[src/design/spd_pkg.sv]
// ---------------------------------------------------------------------------
// Serial packet deframer package
// Types, codes and helpers shared by the deframer modules.
// ---------------------------------------------------------------------------
`default_nettype none

package spd_pkg;

   // Frame limits and fixed bytes
   localparam logic [7:0] MAX_PAYLOAD = 8'd128;
   localparam logic [7:0] BYTE_CR     = 8'h0D;
   localparam logic [7:0] BYTE_LF     = 8'h0A;
   localparam logic [7:0] BYTE_ZERO   = 8'h00;

   // Register reset values
   localparam logic [7:0] HEAD_RESET  = 8'd204;
   localparam logic [7:0] TAIL_RESET  = 8'd185;

   // Register map: index taken from the word address
   localparam int unsigned ADDR_W     = 3;
   localparam logic        REG_HEAD   = 1'b0;
   localparam logic        REG_TAIL   = 1'b1;

   typedef enum logic [2:0] {
      ERR_NONE     = 3'd0,
      ERR_STRAY    = 3'd1,
      ERR_LENGTH   = 3'd2,
      ERR_TAIL     = 3'd3,
      ERR_CHECKSUM = 3'd4,
      ERR_CR       = 3'd5,
      ERR_LF       = 3'd6
   } spd_err_type;

   typedef enum logic [6:0] {
      PH_IDLE     = 7'b0000001,
      PH_LEN      = 7'b0000010,
      PH_PAYLOAD  = 7'b0000100,
      PH_TAIL     = 7'b0001000,
      PH_CHECKSUM = 7'b0010000,
      PH_CR       = 7'b0100000,
      PH_LF       = 7'b1000000
   } spd_phase_type;

   typedef struct packed {
      logic [7:0] head_byte;
      logic [7:0] tail_byte;
   } spd_cfg_type;

   typedef struct packed {
      logic [7:0]  payload_byte;
      logic        payload_valid;
      logic        first_of_frame;
      logic        frame_done;
      logic        frame_good;
      spd_err_type error_code;
      logic [7:0]  frame_id;
      logic [7:0]  frame_length;
   } spd_result_type;

   // BSD checksum step: rotate right by one, then add the byte
   function automatic logic [7:0] bsd_add(input logic [7:0] sum, input logic [7:0] b);
      logic [7:0] rot;
      rot = {sum[0], sum[7:1]};
      return rot + b;
   endfunction

endpackage

`default_nettype wire

[src/design/spd_csr.sv]
// ---------------------------------------------------------------------------
// Deframer register block
// Holds the head and tail byte values behind a simple APB-style port.
// ---------------------------------------------------------------------------
`default_nettype none

module spd_csr (
   input  wire logic                        clock,
   input  wire logic                        reset,
   input  wire logic                        psel,
   input  wire logic                        penable,
   input  wire logic                        pwrite,
   input  wire logic [spd_pkg::ADDR_W-1:0]  paddr,
   input  wire logic [31:0]                 pwdata,
   output logic      [31:0]                 prdata,
   output logic                             pready,
   output spd_pkg::spd_cfg_type             cfg
);
   import spd_pkg::*;

   logic [7:0] head_ff, head_in;
   logic [7:0] tail_ff, tail_in;
   logic       wr_en;
   logic       reg_sel;

   assign pready  = 1'b1;
   assign wr_en   = psel && penable && pwrite;
   assign reg_sel = paddr[2];

   // Decode writes
   always_comb begin
      head_in = head_ff;
      tail_in = tail_ff;
      if (wr_en) begin
         case (reg_sel)
            REG_HEAD: head_in = pwdata[7:0];
            REG_TAIL: tail_in = pwdata[7:0];
            default:  head_in = head_ff;
         endcase
      end
   end

   always_ff @(posedge clock) begin
      if (reset) begin
         head_ff <= HEAD_RESET;
         tail_ff <= TAIL_RESET;
      end else begin
         head_ff <= head_in;
         tail_ff <= tail_in;
      end
   end

   // Read back
   always_comb begin
      case (reg_sel)
         REG_HEAD: prdata = {24'd0, head_ff};
         REG_TAIL: prdata = {24'd0, tail_ff};
         default:  prdata = 32'd0;
      endcase
   end

   assign cfg.head_byte = head_ff;
   assign cfg.tail_byte = tail_ff;

endmodule

`default_nettype wire

[src/design/spd_parser.sv]
// ---------------------------------------------------------------------------
// Deframer frame parser
// Frame state and the per-byte next-state and result logic.
// ---------------------------------------------------------------------------
`default_nettype none

module spd_parser (
   input  wire logic                   clock,
   input  wire logic                   reset,
   input  wire logic                   step,
   input  wire logic [7:0]             rx_byte,
   input  wire spd_pkg::spd_cfg_type   cfg,
   output spd_pkg::spd_result_type     result
);
   import spd_pkg::*;

   spd_phase_type phase_ff, phase_in;
   logic [7:0]    exp_len_ff, exp_len_in;
   logic [7:0]    count_ff, count_in;
   logic [7:0]    sum_ff, sum_in;
   logic [7:0]    msg_id_ff, msg_id_in;
   logic [7:0]    count_inc;
   spd_err_type   fail;

   assign count_inc = count_ff + 8'd1;

   always_comb begin
      phase_in   = phase_ff;
      exp_len_in = exp_len_ff;
      count_in   = count_ff;
      sum_in     = sum_ff;
      msg_id_in  = msg_id_ff;
      fail       = ERR_NONE;
      result     = '{payload_byte: BYTE_ZERO, payload_valid: 1'b0, first_of_frame: 1'b0,
                     frame_done: 1'b0, frame_good: 1'b0, error_code: ERR_NONE,
                     frame_id: BYTE_ZERO, frame_length: BYTE_ZERO};

      case (phase_ff)
         PH_LEN: begin
            if ((rx_byte == BYTE_ZERO) || (rx_byte > MAX_PAYLOAD)) begin
               result.frame_done   = 1'b1;
               result.error_code   = ERR_LENGTH;
               result.frame_length = rx_byte;
               phase_in   = PH_IDLE;
               exp_len_in = BYTE_ZERO;
               count_in   = BYTE_ZERO;
               sum_in     = BYTE_ZERO;
               msg_id_in  = BYTE_ZERO;
            end else begin
               exp_len_in = rx_byte;
               count_in   = BYTE_ZERO;
               sum_in     = BYTE_ZERO;
               phase_in   = PH_PAYLOAD;
            end
         end
         PH_PAYLOAD: begin
            result.payload_byte  = rx_byte;
            result.payload_valid = 1'b1;
            if (count_ff == BYTE_ZERO) begin
               result.first_of_frame = 1'b1;
               msg_id_in             = rx_byte;
            end
            count_in = count_inc;
            sum_in   = bsd_add(sum_ff, rx_byte);
            if (count_inc >= exp_len_ff) begin
               phase_in = PH_TAIL;
            end
         end
         PH_TAIL: begin
            if (rx_byte == cfg.tail_byte) phase_in = PH_CHECKSUM;
            else fail = ERR_TAIL;
         end
         PH_CHECKSUM: begin
            if (rx_byte == sum_ff) phase_in = PH_CR;
            else fail = ERR_CHECKSUM;
         end
         PH_CR: begin
            if (rx_byte == BYTE_CR) phase_in = PH_LF;
            else fail = ERR_CR;
         end
         PH_LF: begin
            result.frame_done   = 1'b1;
            result.frame_id     = msg_id_ff;
            result.frame_length = exp_len_ff;
            if (rx_byte == BYTE_LF) result.frame_good = 1'b1;
            else result.error_code = ERR_LF;
            phase_in   = PH_IDLE;
            exp_len_in = BYTE_ZERO;
            count_in   = BYTE_ZERO;
            sum_in     = BYTE_ZERO;
            msg_id_in  = BYTE_ZERO;
         end
         default: begin
            // Idle, or a phase code that means nothing: hunt for the head byte
            phase_in   = (rx_byte == cfg.head_byte) ? PH_LEN : PH_IDLE;
            exp_len_in = BYTE_ZERO;
            count_in   = BYTE_ZERO;
            sum_in     = BYTE_ZERO;
            msg_id_in  = BYTE_ZERO;
            if (rx_byte != cfg.head_byte) result.error_code = ERR_STRAY;
         end
      endcase

      // End the frame on a failed check and drop its state
      if (fail != ERR_NONE) begin
         result.frame_done   = 1'b1;
         result.error_code   = fail;
         result.frame_id     = msg_id_ff;
         result.frame_length = exp_len_ff;
         phase_in   = PH_IDLE;
         exp_len_in = BYTE_ZERO;
         count_in   = BYTE_ZERO;
         sum_in     = BYTE_ZERO;
         msg_id_in  = BYTE_ZERO;
      end
   end

   // Advance frame state once per byte
   always_ff @(posedge clock) begin
      if (reset) begin
         phase_ff   <= PH_IDLE;
         exp_len_ff <= BYTE_ZERO;
         count_ff   <= BYTE_ZERO;
         sum_ff     <= BYTE_ZERO;
         msg_id_ff  <= BYTE_ZERO;
      end else if (step) begin
         phase_ff   <= phase_in;
         exp_len_ff <= exp_len_in;
         count_ff   <= count_in;
         sum_ff     <= sum_in;
         msg_id_ff  <= msg_id_in;
      end
   end

endmodule

`default_nettype wire

[src/design/serial_packet_deframer.sv]
// ---------------------------------------------------------------------------
// Serial packet deframer
// Parses received bytes into framed packets with a BSD checksum.
// ---------------------------------------------------------------------------
// Usage:
//   req_* carries one received byte per item; rsp_* returns exactly one
//   result item per byte, in order. Frame layout: head byte, length, payload
//   (first byte is the message id), tail byte, BSD checksum, CR, LF.
//   Payload bytes are echoed as they arrive; the last byte of a frame, or
//   the byte that breaks it, carries frame_done with frame_good and an
//   error code. Head and tail byte values sit in two registers behind the
//   APB-style port (head at 0x0, tail at 0x4); write them only while idle.
//   A byte accepted on req_* passes the input register, then the result
//   register, before it shows on rsp_*. Throughput: one byte per cycle
//   while rsp_stall is low, the frame state updating once per byte
//   between the two. A stalled result holds; the input register still takes
//   one more byte, and req_stall rises only when both registers are full.
//   Reset (synchronous): both registers empty, parser idle and waiting for
//   the head byte, head and tail registers back to their reset values.
// ---------------------------------------------------------------------------
`default_nettype none

module serial_packet_deframer (
   input  wire logic                        clock,
   input  wire logic                        reset,
   // Input channel
   input  wire logic                        req_valid,
   output logic                             req_stall,
   input  wire logic [7:0]                  req_rx_byte,
   // Result channel
   output logic                             rsp_valid,
   input  wire logic                        rsp_stall,
   output logic      [7:0]                  rsp_payload_byte,
   output logic                             rsp_payload_valid,
   output logic                             rsp_first_of_frame,
   output logic                             rsp_frame_done,
   output logic                             rsp_frame_good,
   output logic      [2:0]                  rsp_error_code,
   output logic      [7:0]                  rsp_frame_id,
   output logic      [7:0]                  rsp_frame_length,
   // Configuration port
   input  wire logic                        psel,
   input  wire logic                        penable,
   input  wire logic                        pwrite,
   input  wire logic [spd_pkg::ADDR_W-1:0]  paddr,
   input  wire logic [31:0]                 pwdata,
   output logic      [31:0]                 prdata,
   output logic                             pready
);
   import spd_pkg::*;

   spd_cfg_type    cfg;
   spd_result_type step_result;
   spd_result_type out_ff;
   logic           in_valid_ff, in_valid_in;
   logic [7:0]     in_byte_ff;
   logic           out_valid_ff, out_valid_in;
   logic           advance;
   logic           req_fire;
   logic           rsp_fire;

   spd_csr u_csr (
      .clock   (clock),
      .reset   (reset),
      .psel    (psel),
      .penable (penable),
      .pwrite  (pwrite),
      .paddr   (paddr),
      .pwdata  (pwdata),
      .prdata  (prdata),
      .pready  (pready),
      .cfg     (cfg)
   );

   spd_parser u_parser (
      .clock   (clock),
      .reset   (reset),
      .step    (advance),
      .rx_byte (in_byte_ff),
      .cfg     (cfg),
      .result  (step_result)
   );

   // Handshake and pipeline advance
   assign rsp_fire  = out_valid_ff && !rsp_stall;
   assign advance   = in_valid_ff && (!out_valid_ff || !rsp_stall);
   assign req_stall = in_valid_ff && !advance;
   assign req_fire  = req_valid && !req_stall;

   assign in_valid_in  = req_fire ? 1'b1 : (advance ? 1'b0 : in_valid_ff);
   assign out_valid_in = advance ? 1'b1 : (rsp_fire ? 1'b0 : out_valid_ff);

   always_ff @(posedge clock) begin
      if (reset) begin
         in_valid_ff  <= 1'b0;
         out_valid_ff <= 1'b0;
      end else begin
         in_valid_ff  <= in_valid_in;
         out_valid_ff <= out_valid_in;
      end
   end

   // Capture input byte and result payload
   always_ff @(posedge clock) begin
      if (req_fire) begin
         in_byte_ff <= req_rx_byte;
      end
      if (advance) begin
         out_ff <= step_result;
      end
   end

   assign rsp_valid          = out_valid_ff;
   assign rsp_payload_byte   = out_ff.payload_byte;
   assign rsp_payload_valid  = out_ff.payload_valid;
   assign rsp_first_of_frame = out_ff.first_of_frame;
   assign rsp_frame_done     = out_ff.frame_done;
   assign rsp_frame_good     = out_ff.frame_good;
   assign rsp_error_code     = out_ff.error_code;
   assign rsp_frame_id       = out_ff.frame_id;
   assign rsp_frame_length   = out_ff.frame_length;

endmodule

`default_nettype wire

[config.mk]
export PLATFORM = sky130hd
export DESIGN_NAME = serial_packet_deframer
export DESIGN_NICKNAME = d
export VERILOG_FILES = /design/src/design/spd_pkg.sv /design/src/design/spd_csr.sv /design/src/design/spd_parser.sv /design/src/design/serial_packet_deframer.sv
export SDC_FILE = /design/constraint.sdc
export NUM_CORES = 1
export LEC_CHECK = 0
export ABC_AREA = 1
export BUFFER_PORTS_ARGS = -buffer_cell sky130_fd_sc_hd__buf_2
export CAP_MARGIN = 10
export CORE_MARGIN = 3
export CORE_UTILIZATION = 50
export DETAILED_ROUTE_END_ITERATION = 8
export PLACE_DENSITY_LB_ADDON = 0.08
export SLEW_MARGIN = 25
export SYNTH_ARGS = -nofsm -noshare
export SYNTH_HDL_FRONTEND = slang
export SYNTH_SLANG_ARGS = --single-unit
[constraint.sdc]
create_clock -name clock -period 2.55 [get_ports clock]
set_clock_uncertainty 0.2 [all_clocks]
set_input_delay 0.51 -clock clock [delete_from_list [all_inputs] [get_ports clock]]
set_output_delay 0.51 -clock clock [all_outputs]
set_load 0.05 [all_outputs]
==> summary.md, run 1 <==
| Metric | Value |
|---|---|
| Inserted Clock Buffers | 9 |
| Clock power frac | 28.1% |
| Clk_lat worst skew | 360 ps |
| Routed vias | 4544 |
| Ys async rst share | 0% |
| Crit Path Class | register to register |
| Ys flop type | dfxtp_1 |
| First-pass GRT wire length | 19970 µm |
| Antenna violations before repair | 0 |
| Final hold vios | 0 |
| Drt initial violations | 192 |
| Static Leakage | 2.838 nW |
| Pint | 2.187 mW |
| Arr. time, crit path | 2540 ps |
| Post-synth EDFFs | 39 |
| Setup WS pre-CTS | -32.93 ps |
| Worst EP required | 2630 ps |
| Sw frac | 30.74% |
| Kind of launch point of the worst setup path | register |
| Combinational fraction of design power | 18.1% |
| GRT Residual Overflow | 0 |
| Fin nets | 834 |
| RSZ-0062 raised after global routing | yes |
| Buffers on Ports | 64 |
| Commonest non-fill, non-tap cell in the layout | nand2_1 |
| Clk root buf | clkbuf_8 |
| Min-delay worst type | primary input to register |
| Setup violators final | 0 |
| Slew Limit Fails | 0 |
| Residual DRC | 0 |
| Most frequent cells in the layout | nand2_1 (155), inv_1 (81), nor2_1 (67) |
| Clk sinks | 96 |
| Peak Freq | 405.9 MHz |
| DR WL/cell | 13.59 µm |
| Core box area | 0.01042 mm² |
| Total GRT Usage | 21.37% |
| CTS tree | built |
| DP HPWL | 9025 µm |
| DP Cell Count | 884 |
| Largest net degree at the start of global routing | 33 |
| Share of power burned in registers | 53.8% |
| Die height | 110.0 µm |
| Synthesized instance count | 687 |
| Tmin final | 2464 ps |
| Worst slew pin tran | 559.3 ps |
| Synthesized area | 0.005403 mm² |
| Share of layout cells above drive strength 1 | 20.62% |
| Critical Path End Type | register |
| Max_cap viols | 0 |
| Area growth syn-to-layout | 13.71% |
| Initial Util | 51.87% |
| Avg Cell Area, Syn | 7.864 µm² |
| Crit path max fanout | 4 |
| Peak VDD IR | 332.8 µV |
| Synth unique cells | 44 |
| Antenna cells | 0 |
| P_sw | 0.9709 mW |
| Slew HR | 62.57% |
| Final period util | 96.61% |
| CTS H-tree lvls | 3 |
| Synth Register Bits | 96 |
| Final setup margin | 86.41 ps |
| Syn. warnings | 0 |
| Row cnt | 37 |
| Vias per inst | 5.010 |
| Filler cells | 996 |
| Pwr per Cell Area | 514.1 mW/mm² |
| Clk buf depth | 2 |
| Final ANT Viol Nets | 0 |
| DR pass1 iterations | 4 |
| Die X | 110.0 µm |
| Final non-filler cell total | 907 |
| GP Congestion | 0.8714 |
| WL final | 12320 µm |
| Seq/Total Area, Yosys | 42.80% |
| Clock-pin slew on the worst setup and hold paths | 90 ps |
| Ports | 116 |
| Outcome | completed |
| Vias in the first global route | 4136 |
| Die Area | 0.01209 mm² |
[synthesized netlist by cell type, types with 2 or more instances]
master,instances,area share [%]
nand2_1,158,11
inv_1,82,5.7
nor2_1,68,4.7
dfxtp_1,57,21
a21oi_1,45,4.2
edfxtp_1,39,22
nand3_1,38,3.5
buf_4,29,4.0
o21ai_0,20,1.9
nand4_1,19,2.2
ha_1,17,3.9
xnor2_1,15,2.4
inv_2,11,0.76
clkbuf_1,9,0.63
xor2_1,9,1.5
o211ai_1,8,1.1
o22ai_1,7,0.81
buf_2,6,0.56
buf_6,6,1.3
nand2_2,5,0.58
nand3b_1,4,0.56
inv_4,3,0.35
nor2_2,3,0.35
nor3_1,3,0.28
or2_2,3,0.35
conb_1,2,0.14
nand3_4,2,0.65
nand4_4,2,0.79
nor3_4,2,0.60
[layer usage]
layer  vias to the layer above  share of wire, %  GRT usage (%)
li1                       2318                 -              -
met1                      2078                46          28.74
met2                       131                46          35.10
met3                        17               5.6          2.525
met4                         0               2.0          8.370
met5                         -                 0              0
[sequential cells by signal, indices dropped and copies added (netlist names)]
name,count
rsp_frame_good,1
rsp_payload_valid,1
u_parser.exp_len_ff,8
u_csr.head_ff,8
u_parser.msg_id_ff,8
rsp_first_of_frame,1
rsp_frame_done,1
rsp_valid,1
u_parser.sum_ff,8
u_csr.tail_ff,8
rsp_frame_id,8
rsp_frame_length,8
u_parser.count_ff,8
in_valid_ff,1
in_byte_ff,8
rsp_error_code,3
u_parser.phase_ff,7
rsp_payload_byte,8
[path summary, 6_finish.rpt]
kind	slack (ps)	end	depth (start not counted)	startpoint
setup / recovery	90	u_parser.phase_ff[3]$_SDFFE_PP0P_	13	u_parser.count_ff[1]$_SDFFE_PP0P_
hold / removal	120	in_byte_ff[3]$_DFFE_PP_	1	req_rx_byte[3]
hold reg to reg	280	u_parser.phase_ff[4]$_SDFFE_PP0P_	2	u_parser.phase_ff[4]$_SDFFE_PP0P_
setup reg to reg	90	u_parser.phase_ff[3]$_SDFFE_PP0P_	13	u_parser.count_ff[1]$_SDFFE_PP0P_
[worst max-delay path: stages, from the launching register on]
cell and delay, ps:
dfxtp_4 380, ha_4 150, nand3_4 70, nand3b_1 170
xor2_1 210, inv_1 110, ha_4 270, nand2_2 60
nor2_4 90, nand4_1 100, nand4_1 100, nand2_2 120
buf_4 170, a211oi_1 180
[area by class of cell]
cell class	count	area [µm²]	share of cell area, %
multi-input cells	468	2542	41.38
flip-flops and latches	96	2323	37.82
repair buffers	95	569.3	9.267
inverters	96	370.4	6.029
well taps	136	170.2	2.770
clock buffers	12	145.1	2.363
clock inverters	4	22.52	0.3666
[power groups by stage]
| stage | registers (mW) | logic (mW) | clock network, mW |
|---|---|---|---|
| after floorplan | 1.79 | 0.403 | 0 |
| after global placement | 1.74 | 0.539 | 0 |
| after detailed placement | 1.74 | 0.547 | 0 |
| after CTS | 1.71 | 0.549 | 0.911 |
| after global routing | 1.71 | 0.628 | 0.981 |
| final | 1.70 | 0.573 | 0.887 |
[cell families after synthesis]
family | Yosys count | synth area share, %
xor gates and xnor gates | 24 | 3.891
and+or+nand+nor | 315 | 26.84
other | 2 | 0.1390
AOI/OAI and AO/OA | 86 | 8.754
adders and majority gates | 18 | 4.307
DFF | 96 | 42.80
buffers and inverters | 146 | 13.27
[per-stage QoR]
step,area (µm²),utilization [%],hold WS [ps],TNS (ps),power (mW)
after floorplan,5489,-,251.6,0,2.194
after global routing,6143,58.98,106.5,-451.3,3.314
after detailed placement,5828,55.95,268.4,-42.20,2.289
after CTS,6001,57.61,105.8,0,3.166
final,6143,58.98,124.2,0,3.158
after global placement,5828,55.95,262.0,0,2.278
[repair_timing]
item | 4_1_cts | 5_1_grt
resized for setup | 3 | 22
endpoints found under the setup margin | 5 | 9
hold buffers | 0 | 0
buffers inserted | 0 | 7
pin swaps | 1 | 7
endpoints found under the hold margin | 0 | 0
Note: power is estimated with default switching activity, not from simulation.
==> run 2: changes to the inputs <==
--- a/config.mk
+++ b/config.mk
@@ -7,10 +7,10 @@
 export LEC_CHECK = 0
 export ABC_AREA = 1
 export BUFFER_PORTS_ARGS = -buffer_cell sky130_fd_sc_hd__buf_2
-export CAP_MARGIN = 10
 export CORE_MARGIN = 3
-export CORE_UTILIZATION = 50
+export CORE_UTILIZATION = 55
 export DETAILED_ROUTE_END_ITERATION = 8
+export GPL_TIMING_DRIVEN = 0
 export PLACE_DENSITY_LB_ADDON = 0.08
 export SLEW_MARGIN = 25
 export SYNTH_ARGS = -nofsm -noshare
==> constraint.sdc (replaced) <==
create_clock -name clock -period 2.53 [get_ports clock]
set_clock_uncertainty 0.2 [all_clocks]
set_input_delay 0.506 -clock clock [delete_from_list [all_inputs] [get_ports clock]]
set_output_delay 0.506 -clock clock [all_outputs]
set_load 0.05 [all_outputs]
==> summary.md, run 2 (synthesized netlist as in run 1, its figures left out) <==
| Metric | Value |
|---|---|
| Worst slew pin tran | 643.0 ps |
| Kind of launch point of the worst setup path | register |
| Initial Util | 57.65% |
| Routed vias | 4782 |
| GP Congestion | 0.9216 |
| Combinational fraction of design power | 17.9% |
| Final hold vios | 0 |
| Post-route cell area | 0.006431 mm² |
| Final period util | 100.2% |
| Buffers on Ports | 63 |
| Clock power frac | 33.7% |
| Clk sinks | 96 |
| Arr. time, crit path | 2640 ps |
| Share of layout cells above drive strength 1 | 24.09% |
| Tmin final | 2535 ps |
| Peak Freq | 394.5 MHz |
| Hold path start | req_rx_byte[1] |
| R2R depth | 13 |
| Setup WS pre-CTS | -278.9 ps |
| Drt initial violations | 326 |
| Die X | 105.1 µm |
| WL final | 13000 µm |
| Slew Limit Fails | 0 |
| Commonest non-fill, non-tap cell in the layout | nand2_1 |
| Antenna violations before repair | 0 |
| Critical Path End Type | register |
| Placed inst area | 0.005966 mm² |
| CTS tree | built |
| Total GRT Usage | 24.13% |
| DR pass1 iterations | 5 |
| Vias in the first global route | 4515 |
| Pint | 2.449 mW |
| Clk buf depth | 2 |
| Violated checks | setup timing |
| Worst reg2reg setup slack | -5 ps |
| Share of power burned in registers | 48.4% |
| Static Leakage | 2.999 nW |
| Die height | 105.1 µm |
| Pwr per Cell Area | 546.2 mW/mm² |
| RSZ-0062 raised after global routing | yes |
| Row cnt | 35 |
| Crit path max fanout | 8 |
| Crit Path Class | register to register |
| CP Capture Point | u_parser.phase_ff[4]$_SDFFE_PP0P_ |
| Max_cap viols | 0 |
| Most frequent cells in the layout | nand2_1 (152), inv_1 (81), buf_2 (68) |
| Final setup margin | -4.814 ps |
| Worst EP required | 2640 ps |
| Peak VDD IR | 244.2 µV |
| Clk root buf | clkbuf_8 |
| Clock-pin slew on the worst setup and hold paths | 100 ps |
| Fin nets | 864 |
| Outcome | complete, but fails checks |
| Min-delay worst type | primary input to register |
| Reg2reg end | u_parser.phase_ff[4]$_SDFFE_PP0P_ |
| Setup violators final | 1 |
| Die Area | 0.01105 mm² |
| Area growth syn-to-layout | 19.04% |
| P_sw | 1.063 mW |
| Clk_lat worst skew | 380 ps |
| Largest net degree at the start of global routing | 41 |
| Inserted Clock Buffers | 9 |
| GRT Residual Overflow | 0 |
| Vias per inst | 5.142 |
| RR Startpoint | u_parser.count_ff[0]$_SDFFE_PP0P_ |
| DR WL/cell | 13.98 µm |
| Slew HR | 57.13% |
| First-pass GRT wire length | 21650 µm |
| Antenna cells | 0 |
| Final ANT Viol Nets | 0 |
| CTS H-tree lvls | 3 |
| Ports | 116 |
| Core box area | 0.009371 mm² |
| Worst Setup SP | u_parser.count_ff[0]$_SDFFE_PP0P_ |
| Residual DRC | 0 |
| DP HPWL | 9433 µm |
| Sw frac | 30.28% |
[run 2: cell count changes in the layout (fill, tap and decap cells not counted), sizes merged]
cell / delta
clkinv: -3
clkbuf: +8
bufinv: +2
buf: +20
inv: +3
[run 2: area by class of cell]
type                            instances  area [µm²]
Fill cell                             827        2940
Tap cell                              129       161.4
Timing Repair Buffer                   75       405.4
Buffer                                 50       351.6
Clock buffer                           10       137.6
Inverter                               96       375.4
Multi-Input combinational cell        468        2569
Sequential cell                        96        2333
Clock inverter                          6       97.59
[run 2: power by group through the flow]
stage	clock (mW)	combinational (mW)	sequential, mW
2_1_floorplan	0	0.406	1.81
3_3_place_gp	0	0.590	1.74
3_5_place_dp	0	0.597	1.74
4_1_cts	1.19	0.606	1.70
5_1_grt	1.26	0.686	1.71
6_report	1.18	0.629	1.70
[run 2: metal layers]
metal	up-vias	share of wire [%]	track usage, %
li1	2386	-	-
met1	2196	44	32.20
met2	170	46	39.32
met3	30	6.6	4.200
met4	0	3.1	8.903
met5	-	0	0
[run 2: critical path, cell delays in order, from the launching register on]
cell,delay [ps]
dfxtp_4,390
ha_4,160
nand3_4,80
nand3b_1,190
xor2_1,190
inv_1,70
ha_1,290
nand2_2,80
o21a_1,190
nand4_1,160
nand2_4,120
inv_6,130
nand3_1,100
a21oi_2,140
[run 2: worst min-delay path by stage]
| stage | to | depth (start not counted) |
|---|---|---|
| 2_1_floorplan | u_parser.exp_len_ff[1]$_SDFFE_PP0P_ | 2 |
| 3_3_place_gp | u_parser.exp_len_ff[5]$_SDFFE_PP0P_ | 2 |
| 3_5_place_dp | u_parser.exp_len_ff[3]$_SDFFE_PP0P_ | 2 |
| 4_1_cts | in_byte_ff[1]$_DFFE_PP_ | 1 |
| 5_1_grt | in_byte_ff[2]$_DFFE_PP_ | 1 |
| 6_report | in_byte_ff[1]$_DFFE_PP_ | 1 |
[run 2: what timing repair did]
action / in CTS / in global routing
pin swaps: 1 / 8
gates resized for setup: 12 / 31
hold buffers: 0 / 0
endpoints found under the setup margin: 8 / 55
setup buffers: 5 / 7
[run 2: metrics by stage]
step / hold slack, ps / power [mW] / util [%] / TNS, ps / std cells
floorplan: 251.6 / 2.212 / - / 0 / 710
global placement: 262.3 / 2.329 / 63.66 / -4249 / 902
detailed placement: 272.1 / 2.338 / 63.66 / -6101 / 902
CTS: 100.2 / 3.497 / 66.97 / 0 / 923
global route: 94.68 / 3.647 / 68.62 / -370.6 / 930
finish: 100.1 / 3.512 / 68.62 / -4.814 / 930
